===== config.mk =====
export PLATFORM = sky130hd
export DESIGN_NAME = iss_first_match
export DESIGN_NICKNAME = d
export VERILOG_FILES = /design/src/hw/rtl/iss_pkg.sv /design/src/hw/rtl/iss_first_match.sv
export SDC_FILE = /design/constraint.sdc
export NUM_CORES = 1
export LEC_CHECK = 0
export BUFFER_PORTS_ARGS = -buffer_cell sky130_fd_sc_hd__buf_2
export CELL_PAD_IN_SITES_DETAIL_PLACEMENT = 2
export CELL_PAD_IN_SITES_GLOBAL_PLACEMENT = 2
export CORE_MARGIN = 3
export CORE_UTILIZATION = 21
export CTS_CLUSTER_SIZE = 20
export DETAILED_ROUTE_END_ITERATION = 8
export GPL_TIMING_DRIVEN = 0
export PLACE_DENSITY = 0.78
export SLEW_MARGIN = 15
export SYNTH_ARGS = -nofsm -noshare
export SYNTH_HDL_FRONTEND = slang
export SYNTH_SLANG_ARGS = --single-unit
export TNS_END_PERCENT = 100

===== constraint.sdc =====
create_clock -name i_clk -period 1.3 [get_ports i_clk]
set_clock_uncertainty 0.05 [all_clocks]
set_input_delay 0.065 -clock i_clk [delete_from_list [all_inputs] [get_ports i_clk]]
set_output_delay 0.065 -clock i_clk [all_outputs]
set_load 0.01 [all_outputs]

===== src/hw/rtl/iss_pkg.sv =====
// Shared constants, command and status codes, and cell control type for the sequence store.
package iss_pkg;

    // Storage shape
    localparam int DEPTH     = 256;
    localparam int WORD_BITS = 32;

    // Fixed field widths of the channels
    localparam int CMD_BITS      = 3;
    localparam int VALUE_BITS    = 32;
    localparam int INDEX_BITS    = 9;
    localparam int STATUS_BITS   = 2;
    localparam int POSITION_BITS = 8;
    localparam int COUNT_BITS    = 9;

    // Derived widths
    localparam int IDX_W = (DEPTH > 1) ? $clog2(DEPTH) : 1;
    localparam int CNT_W = $clog2(DEPTH + 1);
    localparam int CMP_W = (CNT_W > INDEX_BITS) ? CNT_W : INDEX_BITS;

    // First-match search: groups of sixteen cells, then one pick over the groups
    localparam int GRP_SIZE  = 16;
    localparam int GRP_OFS_W = 4;
    localparam int GRP_NUM   = (DEPTH + GRP_SIZE - 1) / GRP_SIZE;
    localparam int GRP_IDX_W = (GRP_NUM > 1) ? $clog2(GRP_NUM) : 1;
    localparam int MATCH_W   = GRP_NUM * GRP_SIZE;
    localparam int FPOS_W    = GRP_IDX_W + GRP_OFS_W;

    typedef enum logic [CMD_BITS-1:0] {
        CMD_PUSH_FRONT = 3'd0,
        CMD_PUSH_BACK  = 3'd1,
        CMD_POP_FRONT  = 3'd2,
        CMD_POP_BACK   = 3'd3,
        CMD_INSERT_AT  = 3'd4,
        CMD_REMOVE_AT  = 3'd5,
        CMD_SEARCH     = 3'd6,
        CMD_CLEAR      = 3'd7
    } t_cmd;

    typedef enum logic [STATUS_BITS-1:0] {
        ST_OK        = 2'd0,
        ST_EMPTY     = 2'd1,
        ST_BAD_INDEX = 2'd2,
        ST_FULL      = 2'd3
    } t_status;

    // Broadcast from the controller to every cell
    typedef struct packed {
        logic                 wr_en;   // shift the row this cycle
        logic                 ins;     // 1: open a gap at pos, 0: close the gap at pos
        logic [IDX_W-1:0]     pos;
        logic [WORD_BITS-1:0] word;    // word to insert or to compare against
        logic                 cmp_en;  // capture the compare result
        logic [CNT_W-1:0]     count;   // entries held before this command
    } t_cell_ctl;

endpackage


===== src/hw/rtl/iss_first_match.sv =====
// First set bit of the match row: registered per-group pick, then pick over groups.
module iss_first_match
    import iss_pkg::*;
(
    input  logic               i_clk,
    input  logic [MATCH_W-1:0] i_match,
    output logic               o_found,
    output logic [FPOS_W-1:0]  o_position
);

    logic [GRP_NUM-1:0]   r_grp_hit;
    logic [GRP_OFS_W-1:0] r_grp_ofs [GRP_NUM];
    logic [GRP_NUM-1:0]   n_grp_hit;
    logic [GRP_OFS_W-1:0] n_grp_ofs [GRP_NUM];

    // Lowest set bit inside each group of sixteen
    always_comb begin
        for (int g = 0; g < GRP_NUM; g++) begin
            n_grp_hit[g] = |i_match[g*GRP_SIZE +: GRP_SIZE];
            n_grp_ofs[g] = '0;
            for (int b = GRP_SIZE - 1; b >= 0; b--) begin
                if (i_match[g*GRP_SIZE + b]) begin
                    n_grp_ofs[g] = GRP_OFS_W'(b);
                end
            end
        end
    end

    always_ff @(posedge i_clk) begin
        r_grp_hit <= n_grp_hit;
        for (int g = 0; g < GRP_NUM; g++) begin
            r_grp_ofs[g] <= n_grp_ofs[g];
        end
    end

    // Lowest group with a hit
    always_comb begin
        o_found    = |r_grp_hit;
        o_position = '0;
        for (int g = GRP_NUM - 1; g >= 0; g--) begin
            if (r_grp_hit[g]) begin
                o_position = {GRP_IDX_W'(g), r_grp_ofs[g]};
            end
        end
    end

endmodule


==> results of run 1 <==
## layout make-up
cell class | count | area, um^2
fillers | 2576 | 13600
flip-flops and latches | 80 | 1630
multi-input cells | 543 | 3790
clock inverters | 3 | 65.1
clock buffers | 13 | 250
repair buffers | 412 | 2790
inverters | 57 | 214
diodes | 1 | 2.50
well taps | 285 | 357
## stage by stage
step                util [%]  std cells  instance area [um^2]
floorplan                  -        682                  4940
global placement        29.2       1232                  6620
detailed placement      29.2       1232                  6620
CTS                     37.7       1390                  8550
global route            40.0       1393                  9090
finish                  40.1       1394                  9100
## worst paths after layout
path / start / end / slack (ps) / depth (start not counted)
worst min-delay path: i_match[151] / r_grp_hit[9]$_DFF_P_ / -10 / 3
worst max-delay path: r_grp_hit[14]$_DFF_P_ / o_position[4] / -760 / 6
## sequential cells by signal, indices dropped and copies added, names as in the netlist
signal,cells
r_grp_ofs,64
r_grp_hit,16
## worst min-delay path, cell delays in order
cell     delay, ps
buf_2          120
nor4_2          70
nand3_1         90
## cells in the mapped netlist (all sizes together)
master	instances	share of area, %
o221ai	8	1.4
o31a	32	5.7
a2111oi	1	0.31
a22oi	4	0.62
nand2	53	4.1
nor3	35	3.6
a211oi	34	5.2
o21ai	7	0.72
a21oi	62	6.4
o31ai	16	2.5
o22ai	2	0.26
a221oi	10	2.1
o211ai	1	0.15
nand3	34	3.5
o311ai	3	0.54
nand2b	18	2.3
a221o	2	0.41
o21bai	17	2.6
a31oi	3	0.39
inv	57	4.4
nor2	135	10
or2	5	0.64
dfxtp	80	33
clkbuf	1	0.10
buf	1	0.23
nor2b	10	1.6
a21boi	16	2.5
nor4	34	4.4
nand4b	1	0.18
## power groups by stage
stage	Combinational (mW)	Clock (mW)	Sequential [mW]
final	1.61	2.69	2.56
after global routing	1.78	2.87	2.57
after CTS	1.43	2.75	2.56
after detailed placement	1.10	0	2.62
after global placement	1.06	0	2.61
after floorplan	0.412	0	2.60
## logic make-up (layout without fill, tap and decap cells)
family / count (synthesis) / after routing
flip-flops: 80 / 80
AND/OR/NAND/NOR: 325 / 325
AO/OA/AOI/OAI: 218 / 218
other: 0 / 1
buffers and inverters: 59 / 485
## repair_timing
action,in CTS,in global routing
gates resized for setup,44,104
hold endpoints to repair,66,0
setup endpoints to repair,9,63
hold buffers,135,0
pin swaps,12,34
setup buffers,8,10
## per-layer routing
layer | global-route usage (%) | up-vias | share of wire [%]
li1 | - | 3348 | -
met1 | 20.0 | 3315 | 37
met2 | 39.2 | 196 | 56
met3 | 3.91 | 52 | 4.3
met4 | 5.90 | 4 | 2.5
met5 | 0 | - | 0.087
==> impl_metrics.py, run 1 <==
metrics = {
    "routing": {
        "drt_first_iter_violations": 174,
        "drt_pass1_iterations": 4,
        "ant_nets": 0,
        "average_routed_wire_per_standard_cell_um": 18.9,
        "vias": 6915,
        "viasPerCell": 4.96,
        "wl_um": 26300,
        "drc": 0,
    },
    "place": {
        "detailedPlacementHpwl_um": 17300,
        "buffer_ports.inserted": 265,
        "gp_congestion": 0.783,
        "place_ws_ps": -701,
    },
    "global_route": {
        "first_pass_grt_wire_length_um": 39000,
        "grt_max_degree": 13,
        "via_count_of_the_first_global_routing_pass": 7904,
        "grt_antenna_before_repair": 2,
        "grt_use_total_pct": 19.5,
        "grt_overflow": 0,
    },
    "clock_tree": {
        "cts-buffers-inserted": 9,
        "cts-htree-levels": 3,
        "tritoncts_num_sinks": 80,
        "clockBufferDepth": 2,
        "worst_setup_hold_path_clk_slew_ps": 60,
        "root_buffer": "clkbuf_16",
        "clock_tree_from_tritoncts": "yes",
    },
    "logic_synthesis": {
        "synth-simple-area-share_pct": 30.6,
        "warnings_from_yosys": 0,
        "synth_adder_area_share_pct": 0,
        "synth_mux_area_share_pct": 0,
        "largest_family_of_logic_cells_by_synthesized_area": "compound AO/OA/AOI/OAI gates",
        "synth_compound_area_share_pct": 31.8,
        "synth_xor_xnor_area_share_pct": 0,
        "ys_types": 34,
        "synth.avg_cell_area_um2": 7.15,
        "syn-num-nets": 939,
        "synth-seq-cells": 80,
        "mappedNetlistArea_um2": 4870,
        "seq_area_frac_synth_pct": 32.9,
        "synth_cells": 682,
    },
    "job": {
        "maxCapViolations": 0,
    },
    "die": {
        "initial_core_utilization_pct": 21.5,
        "die-height_um": 158,
        "core_region_area_um2": 22700,
        "pin_count": 266,
        "die_outline_area_um2": 25100,
        "placement_rows": 55,
        "die_w_um": 158,
    },
    "status": {
        "outcome": "complete, but fails checks",
        "failed_checks": "hold timing, setup timing",
    },
    "timing": {
        "final.period_utilization_pct": 158,
        "maxSlewHeadroom_pct": 64.6,
        "timing.final.hold_violations": 2,
        "setup_violations": 10,
        "max_freq_mhz": 486,
        "final.hold.worst_slack_ps": -11.5,
        "post-route-worst-setup-slack_ps": -759,
        "final_period_minus_worst_setup_slack_ps": 2060,
        "grt_setup_unrepaired": "yes",
        "totalNegativeSetupSlack_ps": -5390,
        "final-max-slew-violation-count": 0,
        "slew_worst_pin_ps": 526,
    },
    "cells_and_area": {
        "area_growth_synth_to_finish_pct": 86.6,
        "layout.nets": 1360,
        "layout-drive-gt1-share_pct": 37.7,
        "mostFrequentLayoutCell": "buf_2",
        "most_used_cells_in_the_layout_excluding_fill_and_tap_cells": "262 x buf_2, 129 x dlygate4sd3_1, 115 x nor2_1",
    },
    "power": {
        "power_per_cell_area_nw_per_um2": 755,
        "worst_supply_voltage_drop_on_vdd_uv": 406,
        "switching_power_mw": 1.80,
        "p_seq_share_pct": 37.4,
        "netSwitchingFraction_pct": 26.2,
        "p_int_mw": 5.07,
        "fin_total_pwr_mw": 6.87,
        "share_comb_of_total_power_pct": 23.5,
        "clock_power_share_pct": 39.1,
        "leakage_nw": 3.72,
    },
    "min_path": {
        "hold_class": "primary input to register",
    },
    "critical_path": {
        "critical_path.n_buffers_inverters": 1,
        "crit_path_cell_chain": "nor2b_4 -> o211ai_1 -> a2111oi_4 -> nor4_2 -> nor3_2 -> buf_2",
        "cp_delay_by_family_top": "compound AO/OA/AOI/OAI gates",
        "max_stage_delay_ps": 390,
        "cp-start-kind": "register",
        "cp.arrival_ps": 1940,
        "slowest_cell_on_crit_path": "a2111oi_4",
        "path_max_fanout": 2,
        "worst-endpoint-required_ps": 1190,
        "type_of_the_worst_setup_path": "register to output port",
        "critical_path.endpoint_type": "output port",
    },
}
Note: power is estimated with default switching activity, not from simulation.
==> run 2: changes to the inputs <==
- PLACE_DENSITY: 0.78 -> 0.85
==> run 2 against run 1 <==
The run still ends with hold timing, setup timing left. Combinational power is 5% higher. Count of clock-buffer cells in the layout is 3 lower. Clock power is 15% lower. Highest routed layer unchanged.
==> impl_metrics.py, run 2 (synthesis gave the netlist of run 1 again) <==
metrics = {
    "power": {
        "netSwitchingFraction_pct": 29.1,
        "p_seq_share_pct": 39.3,
        "switching_power_mw": 1.90,
        "power_per_cell_area_nw_per_um2": 712,
        "clock_power_share_pct": 34.9,
        "worst_supply_voltage_drop_on_vdd_uv": 485,
        "p_int_mw": 4.63,
        "leakage_nw": 3.74,
        "share_comb_of_total_power_pct": 25.9,
        "fin_total_pwr_mw": 6.53,
    },
    "global_route": {
        "first_pass_grt_wire_length_um": 41600,
        "grt_use_total_pct": 20.9,
        "via_count_of_the_first_global_routing_pass": 8135,
        "grt_overflow": 0,
        "grt_antenna_before_repair": 5,
        "grt_max_degree": 14,
    },
    "place": {
        "detailedPlacementHpwl_um": 17500,
        "buffer_ports.inserted": 265,
        "gp_congestion": 0.795,
    },
    "routing": {
        "ant_nets": 0,
        "wl_um": 28600,
        "drt_first_iter_violations": 192,
        "vias": 7038,
        "drt_pass1_iterations": 4,
        "drc": 0,
        "average_routed_wire_per_standard_cell_um": 20.4,
        "viasPerCell": 5.02,
    },
    "critical_path": {
        "path_max_fanout": 5,
        "cp.arrival_ps": 1930,
        "type_of_the_worst_setup_path": "register to output port",
        "worst-endpoint-required_ps": 1190,
        "critical_path.endpoint_type": "output port",
        "cp-start-kind": "register",
    },
    "die": {
        "pin_count": 266,
        "core_region_area_um2": 22700,
        "die_w_um": 158,
        "placement_rows": 55,
        "die-height_um": 158,
        "initial_core_utilization_pct": 21.5,
        "die_outline_area_um2": 25100,
    },
    "timing": {
        "setup_violations": 10,
        "maxSlewHeadroom_pct": 65.8,
        "max_freq_mhz": 489,
        "final_period_minus_worst_setup_slack_ps": 2050,
        "final-max-slew-violation-count": 0,
        "timing.final.hold_violations": 1,
        "slew_worst_pin_ps": 509,
        "totalNegativeSetupSlack_ps": -5080,
        "grt_setup_unrepaired": "yes",
        "final.hold.worst_slack_ps": -4.79,
        "post-route-worst-setup-slack_ps": -747,
        "final.period_utilization_pct": 157,
    },
    "min_path": {
        "worst_hold_startpoint": "i_match[231]",
        "hold_class": "primary input to register",
        "worst_hold_path.num_cells": 3,
        "worst_hold_path.endpoint": "r_grp_hit[14]$_DFF_P_",
    },
    "clock_tree": {
        "worst_setup_hold_path_clk_slew_ps": 60,
        "tritoncts_num_sinks": 80,
        "cts-htree-levels": 3,
        "root_buffer": "clkbuf_16",
        "clockBufferDepth": 2,
        "cts-buffers-inserted": 9,
        "clock_tree_from_tritoncts": "yes",
    },
    "status": {
        "outcome": "complete, but fails checks",
        "failed_checks": "hold timing, setup timing",
    },
    "cells_and_area": {
        "area_growth_synth_to_finish_pct": 88.2,
        "layout.nets": 1365,
        "most_used_cells_in_the_layout_excluding_fill_and_tap_cells": "262 x buf_2, 133 x dlygate4sd3_1, 112 x nor2_1",
        "mostFrequentLayoutCell": "buf_2",
        "biggest_register": "r_grp_ofs",
        "largest_registers": "r_grp_ofs x64, r_grp_hit x16",
        "largest_register_ff_count": 64,
        "layout-drive-gt1-share_pct": 38.6,
    },
    "job": {
        "maxCapViolations": 0,
    },
}
run 2: cell count changes in the layout (fill, tap and decap cells not counted), moves of 3 or more:
cell           previous run  this run
a211oi_1                 28        23
a211oi_2                  6        11
buf_4                    14        17
buf_6                     7         3
diode_2                   1         4
dlygate4sd3_1           129       133
nor2_1                  115       112
nor2_2                   11         7
nor2_4                    9        16
o31ai_1                  11         8
o31ai_4                   3         6
run 2: routing by layer:
| metal | track usage, % | routed length (um) | part of all wire [%] | vias up |
|---|---|---|---|---|
| met5 | 0 | 7 | 0.024 | - |
| li1 | - | - | - | 3363 |
| met3 | 5.38 | 1430 | 5.0 | 52 |
| met2 | 41.7 | 16100 | 56 | 202 |
| met1 | 20.6 | 10300 | 36 | 3419 |
| met4 | 7.21 | 751 | 2.6 | 2 |
run 2: what timing repair did:
item / CTS / global route
pin swaps: 17 / 23
hold buffers: 136 / 2
hold endpoints to repair: 66 / 1
cloned: 1 / 0
endpoints found under the setup margin: 9 / 67
setup buffers: 9 / 8
resized for setup: 61 / 100
run 2: power groups by stage:
stage / registers, mW / logic [mW] / clock network [mW]
after floorplan: 2.60 / 0.412 / 0
after global placement: 2.62 / 1.05 / 0
after detailed placement: 2.62 / 1.10 / 0
after CTS: 2.57 / 1.43 / 2.33
after global routing: 2.57 / 1.84 / 2.47
final: 2.57 / 1.69 / 2.28
run 2: cell type report:
cell class	instances	area [um^2]
clock inverter	5	35.0
clock buffer	10	229
fill	2576	13500
timing repair buffer	416	2840
multi-input combinational	543	3840
sequential	80	1630
buffer	1	11.3
tap	285	357
inverter	57	214
antenna	4	10.0
run 2: worst max-delay path by stage:
stage | startpoint | endpoint | cells after the start
floorplan | r_grp_hit[11]$_DFF_P_ | o_position[4] | 5
global placement | r_grp_hit[8]$_DFF_P_ | o_position[2] | 6
detailed placement | r_grp_hit[8]$_DFF_P_ | o_position[2] | 6
CTS | r_grp_hit[15]$_DFF_P_ | o_position[4] | 6
global route | r_grp_hit[10]$_DFF_P_ | o_position[4] | 7
finish | r_grp_hit[10]$_DFF_P_ | o_position[4] | 7
run 2: stage by stage:
step           worst slack, ps  instances  hold slack (ps)  util, %  instance area (um^2)
2_1_floorplan            -58.4        682             91.4        -                  4940
3_3_place_gp              -628       1232              215     29.2                  6620
3_5_place_dp              -639       1232              217     29.2                  6620
4_1_cts                   -780       1392            -36.6     37.9                  8620
5_1_grt                   -886       1401             9.61     40.4                  9170
6_report                  -747       1401            -4.79     40.4                  9170
run 2: critical path: stages, from the launching register on:
cell	delay [ps]
dfxtp_4	360
buf_6	120
nor2b_4	130
nor3_2	70
a2111oi_4	390
nor4_1	90
nor3_1	240
buf_2	200
