<file path="src/hw/rtl/iss_pkg.sv">
// Shared constants, command and status codes, and cell control type for the sequence store.
package iss_pkg;

    // Storage shape
    localparam int DEPTH     = 256;
    localparam int WORD_BITS = 32;

    // Fixed field widths of the channels
    localparam int CMD_BITS      = 3;
    localparam int VALUE_BITS    = 32;
    localparam int INDEX_BITS    = 9;
    localparam int STATUS_BITS   = 2;
    localparam int POSITION_BITS = 8;
    localparam int COUNT_BITS    = 9;

    // Derived widths
    localparam int IDX_W = (DEPTH > 1) ? $clog2(DEPTH) : 1;
    localparam int CNT_W = $clog2(DEPTH + 1);
    localparam int CMP_W = (CNT_W > INDEX_BITS) ? CNT_W : INDEX_BITS;

    // First-match search: groups of sixteen cells, then one pick over the groups
    localparam int GRP_SIZE  = 16;
    localparam int GRP_OFS_W = 4;
    localparam int GRP_NUM   = (DEPTH + GRP_SIZE - 1) / GRP_SIZE;
    localparam int GRP_IDX_W = (GRP_NUM > 1) ? $clog2(GRP_NUM) : 1;
    localparam int MATCH_W   = GRP_NUM * GRP_SIZE;
    localparam int FPOS_W    = GRP_IDX_W + GRP_OFS_W;

    typedef enum logic [CMD_BITS-1:0] {
        CMD_PUSH_FRONT = 3'd0,
        CMD_PUSH_BACK  = 3'd1,
        CMD_POP_FRONT  = 3'd2,
        CMD_POP_BACK   = 3'd3,
        CMD_INSERT_AT  = 3'd4,
        CMD_REMOVE_AT  = 3'd5,
        CMD_SEARCH     = 3'd6,
        CMD_CLEAR      = 3'd7
    } t_cmd;

    typedef enum logic [STATUS_BITS-1:0] {
        ST_OK        = 2'd0,
        ST_EMPTY     = 2'd1,
        ST_BAD_INDEX = 2'd2,
        ST_FULL      = 2'd3
    } t_status;

    // Broadcast from the controller to every cell
    typedef struct packed {
        logic                 wr_en;   // shift the row this cycle
        logic                 ins;     // 1: open a gap at pos, 0: close the gap at pos
        logic [IDX_W-1:0]     pos;
        logic [WORD_BITS-1:0] word;    // word to insert or to compare against
        logic                 cmp_en;  // capture the compare result
        logic [CNT_W-1:0]     count;   // entries held before this command
    } t_cell_ctl;

endpackage

</file>
<file path="src/hw/rtl/iss_cell.sv">
// One storage cell of the row: holds a word, shifts with its neighbors, compares.
module iss_cell
    import iss_pkg::*;
(
    input  logic                 i_clk,
    input  logic [IDX_W-1:0]     i_slot,
    input  t_cell_ctl            i_ctl,
    input  logic [WORD_BITS-1:0] i_left,
    input  logic [WORD_BITS-1:0] i_right,
    output logic [WORD_BITS-1:0] o_word,
    output logic                 o_match
);

    logic [WORD_BITS-1:0] r_word;
    logic [WORD_BITS-1:0] n_word;
    logic                 r_match;
    logic                 n_match;

    // Pick the next word: hold, take the new word, or take a neighbor's word
    always_comb begin
        n_word = r_word;
        if (i_ctl.wr_en) begin
            if (i_ctl.ins) begin
                if (i_slot == i_ctl.pos) begin
                    n_word = i_ctl.word;
                end else if (i_slot > i_ctl.pos) begin
                    n_word = i_left;
                end
            end else if (i_slot >= i_ctl.pos) begin
                n_word = i_right;
            end
        end
    end

    // Compare only entries that are held
    always_comb begin
        n_match = r_match;
        if (i_ctl.cmp_en) begin
            n_match = (CNT_W'(i_slot) < i_ctl.count) && (r_word == i_ctl.word);
        end
    end

    always_ff @(posedge i_clk) begin
        r_word  <= n_word;
        r_match <= n_match;
    end

    assign o_word  = r_word;
    assign o_match = r_match;

endmodule

</file>
<file path="config.mk">
export PLATFORM = sky130hd
export DESIGN_NAME = iss_cell
export DESIGN_NICKNAME = d
export VERILOG_FILES = /design/src/hw/rtl/iss_pkg.sv /design/src/hw/rtl/iss_cell.sv
export SDC_FILE = /design/constraint.sdc
export NUM_CORES = 1
export LEC_CHECK = 0
export BUFFER_PORTS_ARGS = -buffer_cell sky130_fd_sc_hd__clkbuf_2
export CORE_MARGIN = 2
export CORE_UTILIZATION = 35
export DETAILED_ROUTE_END_ITERATION = 10
export HOLD_SLACK_MARGIN = 0.06
export MAX_ROUTING_LAYER = met4
export PLACE_DENSITY_LB_ADDON = 0.15
export RECOVER_POWER = 100
export SETUP_SLACK_MARGIN = 0.2
export SLEW_MARGIN = 20
export SYNTH_ARGS = -nofsm -noshare
export SYNTH_HDL_FRONTEND = slang
export SYNTH_SLANG_ARGS = --single-unit
export TNS_END_PERCENT = 5
</file>
<file path="constraint.sdc">
create_clock -name i_clk -period 1.9 [get_ports i_clk]
set_input_delay 0.38 -clock i_clk [delete_from_list [all_inputs] [get_ports i_clk]]
set_output_delay 0.38 -clock i_clk [all_outputs]
set_load 0.05 [all_outputs]
</file>
==> flow_summary.json, run 1 <==
{
  "die_w_um": 87.28,
  "grt_pass1_wl_mm": 9.680,
  "cts_buffer_depth": 2,
  "place_congestion": 0.7405,
  "syn_avg_cell_area_um2": 10.42,
  "netlist_instances": 233,
  "min-delay-start": "i_ctl[9]",
  "dp_hpwl_mm": 5.298,
  "coreArea_um2": 6756,
  "viasPerCell": 4.658,
  "overflow": 0,
  "drt_iter0_markers": 66,
  "wl_per_cell_um": 13.31,
  "seq_area_um2": 991.0,
  "max_cap_violations": 0,
  "place_ws_ps": -69.79,
  "diodes": 0,
  "cts.htree.levels": 2,
  "worstHoldPathCells": 1,
  "rrSetupSlack_ps": 320,
  "fmax_mhz": 581.4,
  "final_area_um2": 3480,
  "ys_ff_latch": 33,
  "hp-class": "in -> reg",
  "status": "finished clean",
  "power.density_nw_per_um2": 634.9,
  "period_minus_slack_ps": 1720,
  "fin_ws_ps": 180.1,
  "grt_antenna_before_repair": 0,
  "multi_input_area_um2": 1404,
  "drive_gt1_share_pct": 38.89,
  "die_area_um2": 7617,
  "area_growth_syn_to_layout_pct": 43.35,
  "grt_use_total_pct": 17.14,
  "yosysWarnings": 0,
  "hold-worst-slack_ps": 300.0,
  "drv_slew": 0,
  "rsz0062_at_grt": "yes",
  "cts_tree": "yes",
  "cts.sinks": 33,
  "critPathLaunchType": "primary input",
  "reg2reg_depth": 4,
  "grt_pass1_vias": 2087,
  "yosys.cell_types.count": 22,
  "crit_type": "in -> reg",
  "max-slew-margin-rel_pct": 56.39,
  "cellLeakagePower_uw": 0.001518,
  "crit_path_end_kind": "register",
  "clk_latency_ps": 280,
  "grt_max_degree": 65,
  "ir_drop_mv": 0.2803,
  "synth-main-ff-cell": "edfxtp_1",
  "ioPinCount": 158,
  "syn_nets": 373,
  "initial_core_util_pct": 35.93,
  "skew_ps": 2.809,
  "nFillCells": 678,
  "cts_buffers": 5,
  "cp_max_fo": 16,
  "worstReg2RegStart": "o_word[28]",
  "rows": 30,
  "finalHoldViolations": 0,
  "whs_endpoint": "o_match",
  "wl_mm": 6.334,
  "yosysSeqAreaShare_pct": 40.82,
  "cts_hold_buf": 0,
  "critPathArrivalTime_ps": 1740,
  "drtAntennaViolNets": 0,
  "io_buffers": 157,
  "nets": 536,
  "r2r_end": "o_match",
  "synth-edff-count": 33,
  "setup_viol_count_final": 0,
  "clk_pin_slew_ps": 60,
  "async_reset_ff_share_pct": 0,
  "cts_setup_buffers": 0,
  "die_y_um": 87.28,
  "drc": 0,
  "first_pass_iters": 4,
  "ctsRootBufferMaster": "clkbuf_8",
  "via_count": 2217,
  "dpl_cell_area_um2": 3456,
  "min_period_over_period_pct": 90.52,
  "tightest_slew_ps": 657.0,
  "cp.required_ps": 1920,
  "syn-cell-area_um2": 2427
}
==> cells by family after synthesis <==
logic type      after synthesis  share of synthesized area, %
mux                          32                         13.20
buf+inv                      25                         5.876
flops                        33                         40.82
xor+xnor                     32                         11.55
simple gates                 52                         10.82
compound gates               44                         10.00
fa+ha+maj                    15                         7.732
==> cell usage in the layout, fill, tap and decap left out <==
cell type | synthesis | routed
ha_1 | 15 | 9
ha_4 | 0 | 6
a21oi_1 | 38 | 37
nand3_1 | 1 | 1
o211ai_1 | 1 | 1
inv_1 | 15 | 14
o41a_4 | 0 | 1
and4b_1 | 1 | 1
nand4_4 | 0 | 1
xor2_1 | 32 | 32
nor4_1 | 9 | 5
buf_4 | 0 | 6
a21o_1 | 1 | 1
buf_12 | 3 | 3
edfxtp_1 | 33 | 33
clkbuf_8 | 0 | 5
nor2_1 | 33 | 33
mux2i_1 | 32 | 32
inv_4 | 0 | 1
a21boi_0 | 1 | 1
nor2_2 | 0 | 1
o31a_1 | 1 | 1
nor2b_1 | 2 | 2
nor4_2 | 0 | 4
clkinv_1 | 0 | 1
clkbuf_1 | 7 | 34
a21oi_2 | 0 | 1
nand4_1 | 3 | 4
clkbuf_2 | 0 | 124
a21o_2 | 1 | 1
==> registers in the layout, summed over array words and instances (netlist names) <==
name	flops
o_word	32
o_match	1
==> cell type report <==
type / instances / share of cell area, %
clock inverter: 1 / 0.1079
multi-input combinational: 175 / 40.35
sequential: 33 / 28.48
timing repair buffer: 166 / 24.42
inverter: 15 / 1.690
clock buffer: 6 / 2.086
tap: 80 / 2.877
==> worst max-delay path by stage <==
stage               startpoint    endpoint  slack (ps)  cells past startpoint
floorplan            i_slot[5]   o_word[0]          90                      5
global placement     i_slot[5]   o_word[8]         -60                      7
detailed placement   i_slot[5]   o_word[8]         -70                      7
CTS                  i_slot[5]   o_word[9]         230                      7
global route         i_ctl[47]   o_word[9]          90                      8
finish               i_slot[5]  o_word[29]         180                      7
==> cell usage after synthesis, types with 2 or more instances <==
master     n  area, um2
edfxtp_1  33      991.0
inv_1     15      56.30
nor4_1     9      56.30
buf_12     3      60.06
clkbuf_1   7      26.28
ha_1      15      187.7
a21oi_1   38      190.2
nor2b_1    2      12.51
nand4_2    2      25.02
nor2_1    33      123.9
xor2_1    32      280.3
nand4_1    3      18.77
mux2i_1   32      320.3
==> stage by stage <==
stage          total power [uW]  TNS [ps]  cells  utilization, %
3_3_place_gp               1756     -1917    469           51.15
4_1_cts                    2262         0    476           52.37
5_1_grt                    2334         0    476           51.50
3_5_place_dp               1763     -2183    469           51.15
2_1_floorplan              1455         0    233               -
6_report                   2209         0    476           51.50
==> metal layers <==
layer	part of all wire (%)	GRT usage, %	vias to the layer above
met5	0	-	-
met4	0.76	4.196	0
met3	6.8	4.171	5
met2	47	27.48	91
met1	45	21.86	955
li1	-	-	1166
==> where the power goes <==
part           leakage (uW)  switching [uW]  internal (uW)  total, uW
Clock             0.0000387             245            247        492
Combinational       0.00116             506            266        772
Sequential         0.000315            49.2            896        945
Total               0.00152             800           1410       2210
==> worst max-delay path, cell delays in order <==
cell      delay (ps)
clkbuf_2         110
ha_4             240
a21o_2           190
a21oi_2          110
nor2b_1           60
o41a_4           430
buf_4            220
==> what timing repair did <==
action | 4_1_cts | 5_1_grt
endpoints found under the setup margin | 1 | 34
gates resized for setup | 1 | 3
pin swaps | 0 | 1
Note: power is estimated with default switching activity, not from simulation.
==> run 2: changes to the inputs <==
Settings changed: PLACE_DENSITY_LB_ADDON 0.15 to 0.25, SLEW_MARGIN 20 to unset.
==> run 2 against run 1 <==
Cell count grew 1.1%. Global-route usage is essentially flat. Core utilization grew 1.9 points. Clock power grew 30%. Flip-flop and latch count is the same. Via count grew 5.0%. Clock skew grew 2.8 ps. Sequential power is essentially flat. Non-clock buffer count grew 4. Fmax shrank 2.7%. Hold slack lost 5.0 ps. Critical endpoint is now o_word[19].
==> flow_summary.json, run 2 (synthesized netlist as in run 1, its figures left out) <==
{
  "critPathLaunchType": "primary input",
  "grt_antenna_before_repair": 0,
  "cellLeakagePower_uw": 0.001569,
  "cts.sinks": 33,
  "final_cell_mix": "clkbuf_2 (124), a21oi_1 (37), nor2_1 (34), clkbuf_1 (34), edfxtp_1 (33)",
  "nets": 540,
  "seq_power_share_pct": 39.9,
  "cts_buffer_depth": 2,
  "fin_util_pct": 53.43,
  "cts_buffers": 5,
  "initial_core_util_pct": 35.93,
  "drive_gt1_share_pct": 39.40,
  "max_cap_violations": 0,
  "tightest_slew_ps": 640.1,
  "stdcell_count": 481,
  "switchingPower_uw": 811.9,
  "critPathArrivalTime_ps": 1800,
  "wl_mm": 6.794,
  "via_count": 2328,
  "clock_power_share_pct": 27.0,
  "drc": 0,
  "cts.htree.levels": 2,
  "place_congestion": 0.8590,
  "dp_hpwl_mm": 5.471,
  "cts_tree": "yes",
  "p_int_uw": 1561,
  "setup_viol_count_final": 0,
  "area_growth_syn_to_layout_pct": 48.71,
  "place_ws_ps": -73.01,
  "nFillCells": 648,
  "wl_per_cell_um": 14.12,
  "die_w_um": 87.28,
  "ir_drop_mv": 0.3795,
  "io_buffers": 157,
  "skew_ps": 5.656,
  "status": "finished clean",
  "viasPerCell": 4.840,
  "drtAntennaViolNets": 0,
  "first_pass_iters": 4,
  "combPwrFrac_pct": 33.1,
  "timing.setup.tns_ps": 0,
  "min_period_over_period_pct": 93.07,
  "die_area_um2": 7617,
  "power.density_nw_per_um2": 657.3,
  "coreArea_um2": 6756,
  "drt_iter0_markers": 52,
  "max-slew-margin-rel_pct": 57.51,
  "fin_ws_ps": 131.7,
  "largest_register_ffs": 32,
  "clk_pin_slew_ps": 70,
  "final_common_cell": "clkbuf_2",
  "period_minus_slack_ps": 1768,
  "p_total_uw": 2373,
  "hp-class": "in -> reg",
  "ctsRootBufferMaster": "clkbuf_8",
  "overflow": 0,
  "rows": 30,
  "grt_pass1_wl_mm": 9.777,
  "crit_type": "in -> reg",
  "switching_share_pct": 34.22,
  "cp.required_ps": 1930,
  "dp_cells": 470,
  "diodes": 0,
  "finalHoldViolations": 0,
  "crit_path_end_kind": "register",
  "grt_use_total_pct": 17.15,
  "ioPinCount": 158,
  "grt_pass1_vias": 2212,
  "clk_latency_ps": 280,
  "cp_max_fo": 16,
  "drv_slew": 0,
  "rsz0062_at_grt": "yes",
  "die_y_um": 87.28,
  "fmax_mhz": 565.5,
  "grt_max_degree": 65
}
-- run 2: cell types whose count changed in the layout (fill, tap and decap cells not counted), sizes merged --
| cell | previous run | this run |
|---|---|---|
| bufinv | 0 | 1 |
| buf | 9 | 11 |
| clkbuf | 163 | 165 |
-- run 2: metrics by stage --
stage	hold slack [ps]	instance area, um2
after floorplan	492.5	2526
after global placement	579.9	3463
after detailed placement	583.9	3463
after CTS	283.3	3570
after global routing	285.5	3610
final	295.0	3610
-- run 2: final cells by class --
cell class                 instances  area [um2]  area share [%]
multi-input combinational        175        1414           39.17
sequential                        33       991.0           27.45
timing repair buffer             170       939.7           26.03
tap                               80       100.1           2.773
clock buffer                       6       72.57           2.010
inverter                          15       58.81           1.629
clock inverter                     2       33.78          0.9359
-- run 2: what timing repair did --
item                                   4_1_cts  5_1_grt
buffers inserted                             0        1
hold buffers                                 0        0
setup endpoints to repair                    0       42
endpoints found under the hold margin        0        0
gates resized for setup                      0        5
-- run 2: power groups by stage --
stage	sequential [uW]	clock (uW)	combinational [uW]
detailed placement	962	0	807
global route	955	687	854
global placement	961	0	794
floorplan	1210	0	246
CTS	949	655	808
finish	947	640	786
-- run 2: final timing paths --
| kind | cells past startpoint | slack, ps | start | end |
|---|---|---|---|---|
| worst max-delay path | 8 | 130 | i_slot[0] | o_word[19] |
| worst min-delay path | 1 | 300 | i_ctl[9] | o_match |
| worst max register to register | 4 | 290 | o_word[11] | o_match |
| worst min register to register | 4 | 860 | o_word[26] | o_match |
-- run 2: critical path, cell delays in order --
cell and delay, ps:
clkbuf_2 80, inv_1 110, ha_4 210, nand4_1 90, nor2_1 70, buf_12 150
o41a_4 480, buf_4 220
-- run 2: layer usage --
layer / global-route usage [%] / wire [um] / up-vias
li1: - / - / 1178
met3: 3.697 / 479 / 7
met5: - / 0 / -
met1: 21.18 / 2848 / 1038
met2: 28.37 / 3381 / 105
met4: 4.755 / 85 / 0
==> run 3: changes to the inputs <==
Settings changed: MAX_ROUTING_LAYER met4 to unset.
==> run 3 against run 2 <==
Via count down 0.60%. Largest power group unchanged. Combinational power hardly changed. Sequential share of layout area unchanged. Total power is essentially flat. Cell count is the same. Flip-flop and latch count is the same. Critical endpoint is now o_word[22]. Wire length increased by 0.25%. Hold slack about the same. Largest cell class unchanged. Clock power is essentially flat. Core utilization is the same. Highest routed layer unchanged.
==> flow_summary.json, run 3 (synthesized netlist as in run 1, its figures left out) <==
{
  "via_count": 2314,
  "cp_max_fo": 16,
  "power.density_nw_per_um2": 657.5,
  "cts_buffer_depth": 2,
  "largest_register_ffs": 32,
  "grt_pass1_vias": 2202,
  "max_cap_violations": 0,
  "critPathLaunchType": "primary input",
  "diodes": 0,
  "die_y_um": 87.28,
  "stdcell_count": 481,
  "wl_per_cell_um": 14.16,
  "grt_antenna_before_repair": 0,
  "ir_drop_mv": 0.3806,
  "final_common_cell": "clkbuf_2",
  "worstHoldPathCells": 1,
  "r2r_end": "o_match",
  "rows": 30,
  "rsz0062_at_grt": "yes",
  "reg2reg_depth": 4,
  "final_cell_mix": "clkbuf_2 (124), a21oi_1 (37), nor2_1 (34), clkbuf_1 (34), edfxtp_1 (33)",
  "dp_hpwl_mm": 5.471,
  "grt_use_total_pct": 16.68,
  "coreArea_um2": 6756,
  "die_area_um2": 7617,
  "initial_core_util_pct": 35.93,
  "ctsRootBufferMaster": "clkbuf_8",
  "drc": 0,
  "place_ws_ps": -73.01,
  "grt_pass1_wl_mm": 9.777,
  "max-slew-margin-rel_pct": 57.62,
  "status": "finished clean",
  "drv_slew": 0,
  "viasPerCell": 4.811,
  "period_minus_slack_ps": 1767,
  "place_congestion": 0.8458,
  "dpl_cell_area_um2": 3463,
  "cts_hold_buf": 0,
  "drive_gt1_share_pct": 39.40,
  "area_growth_syn_to_layout_pct": 48.71,
  "min_period_over_period_pct": 93.01,
  "dp_cells": 470,
  "drtAntennaViolNets": 0,
  "wl_mm": 6.811,
  "cts_tree": "yes",
  "grt_max_degree": 65,
  "clk_pin_slew_ps": 70,
  "die_w_um": 87.28,
  "final_area_um2": 3610,
  "overflow": 0,
  "whs_endpoint": "o_match",
  "cts.htree.levels": 2,
  "cts_buffers": 5,
  "fin_util_pct": 53.43,
  "cts.sinks": 33,
  "ioPinCount": 158,
  "fin_ws_ps": 132.9,
  "drt_iter0_markers": 41,
  "crit_path_end_kind": "register",
  "clk_latency_ps": 280,
  "cp.required_ps": 1930,
  "rrSetupSlack_ps": 310,
  "hp-class": "in -> reg",
  "setup_viol_count_final": 0,
  "io_buffers": 157,
  "first_pass_iters": 4,
  "worstReg2RegStart": "o_word[11]",
  "fmax_mhz": 565.9,
  "nets": 540,
  "critPathArrivalTime_ps": 1800,
  "tightest_slew_ps": 638.5,
  "crit_type": "in -> reg",
  "min-delay-start": "i_ctl[9]",
  "cellLeakagePower_uw": 0.001569,
  "finalHoldViolations": 0,
  "skew_ps": 6.332
}
run 3: cell counts in the layout (fill, tap and decap cells not counted):
No cell type changed its count.
run 3: through the flow:
step           total power (uW)  hold slack, ps  setup TNS (ps)
5_1_grt                    2496           285.5               0
3_5_place_dp               1769           583.9           -2406
6_report                   2373           294.7               0
4_1_cts                    2412           283.3               0
2_1_floorplan              1455           492.5               0
3_3_place_gp               1755           579.9           -1953
run 3: worst max path at each step:
stage	cells after the start	start	to	slack (ps)
after detailed placement	7	i_slot[5]	o_word[30]	-70
after floorplan	5	i_slot[5]	o_word[0]	90
after global routing	8	i_slot[0]	o_word[22]	100
final	8	i_slot[0]	o_word[22]	130
after CTS	7	i_slot[5]	o_word[4]	220
after global placement	7	i_slot[5]	o_word[29]	-60
run 3: metal layers:
metal,track usage (%),vias to the layer above,routed length [um]
met3,4.455,9,522
met4,4.755,0,106
met5,0,-,0
li1,-,1175,-
met2,28.51,99,3358
met1,20.64,1031,2824
run 3: report_power, final:
part           switching, uW  total, uW  leakage [uW]  internal [uW]
clock network            253        640     0.0000528            387
registers               50.9        947      0.000315            896
logic                    508        786       0.00120            278
run 3: repair_timing:
item,in CTS,in global routing
resized for setup,0,5
setup buffers,0,1
setup endpoints to repair,0,41
run 3: critical path: stages:
cell and delay (ps):
clkbuf_2 80, inv_1 110, ha_4 210, nand4_1 90, nor2_1 70, buf_12 140
o41a_4 480, buf_4 220
run 3: cell type report:
class,count,area (um2)
Multi-Input combinational cell,175,1414
Clock buffer,6,72.57
Sequential cell,33,991.0
Fill cell,648,3147
Tap cell,80,100.1
Inverter,15,58.81
Clock inverter,2,33.78
Timing Repair Buffer,170,939.7
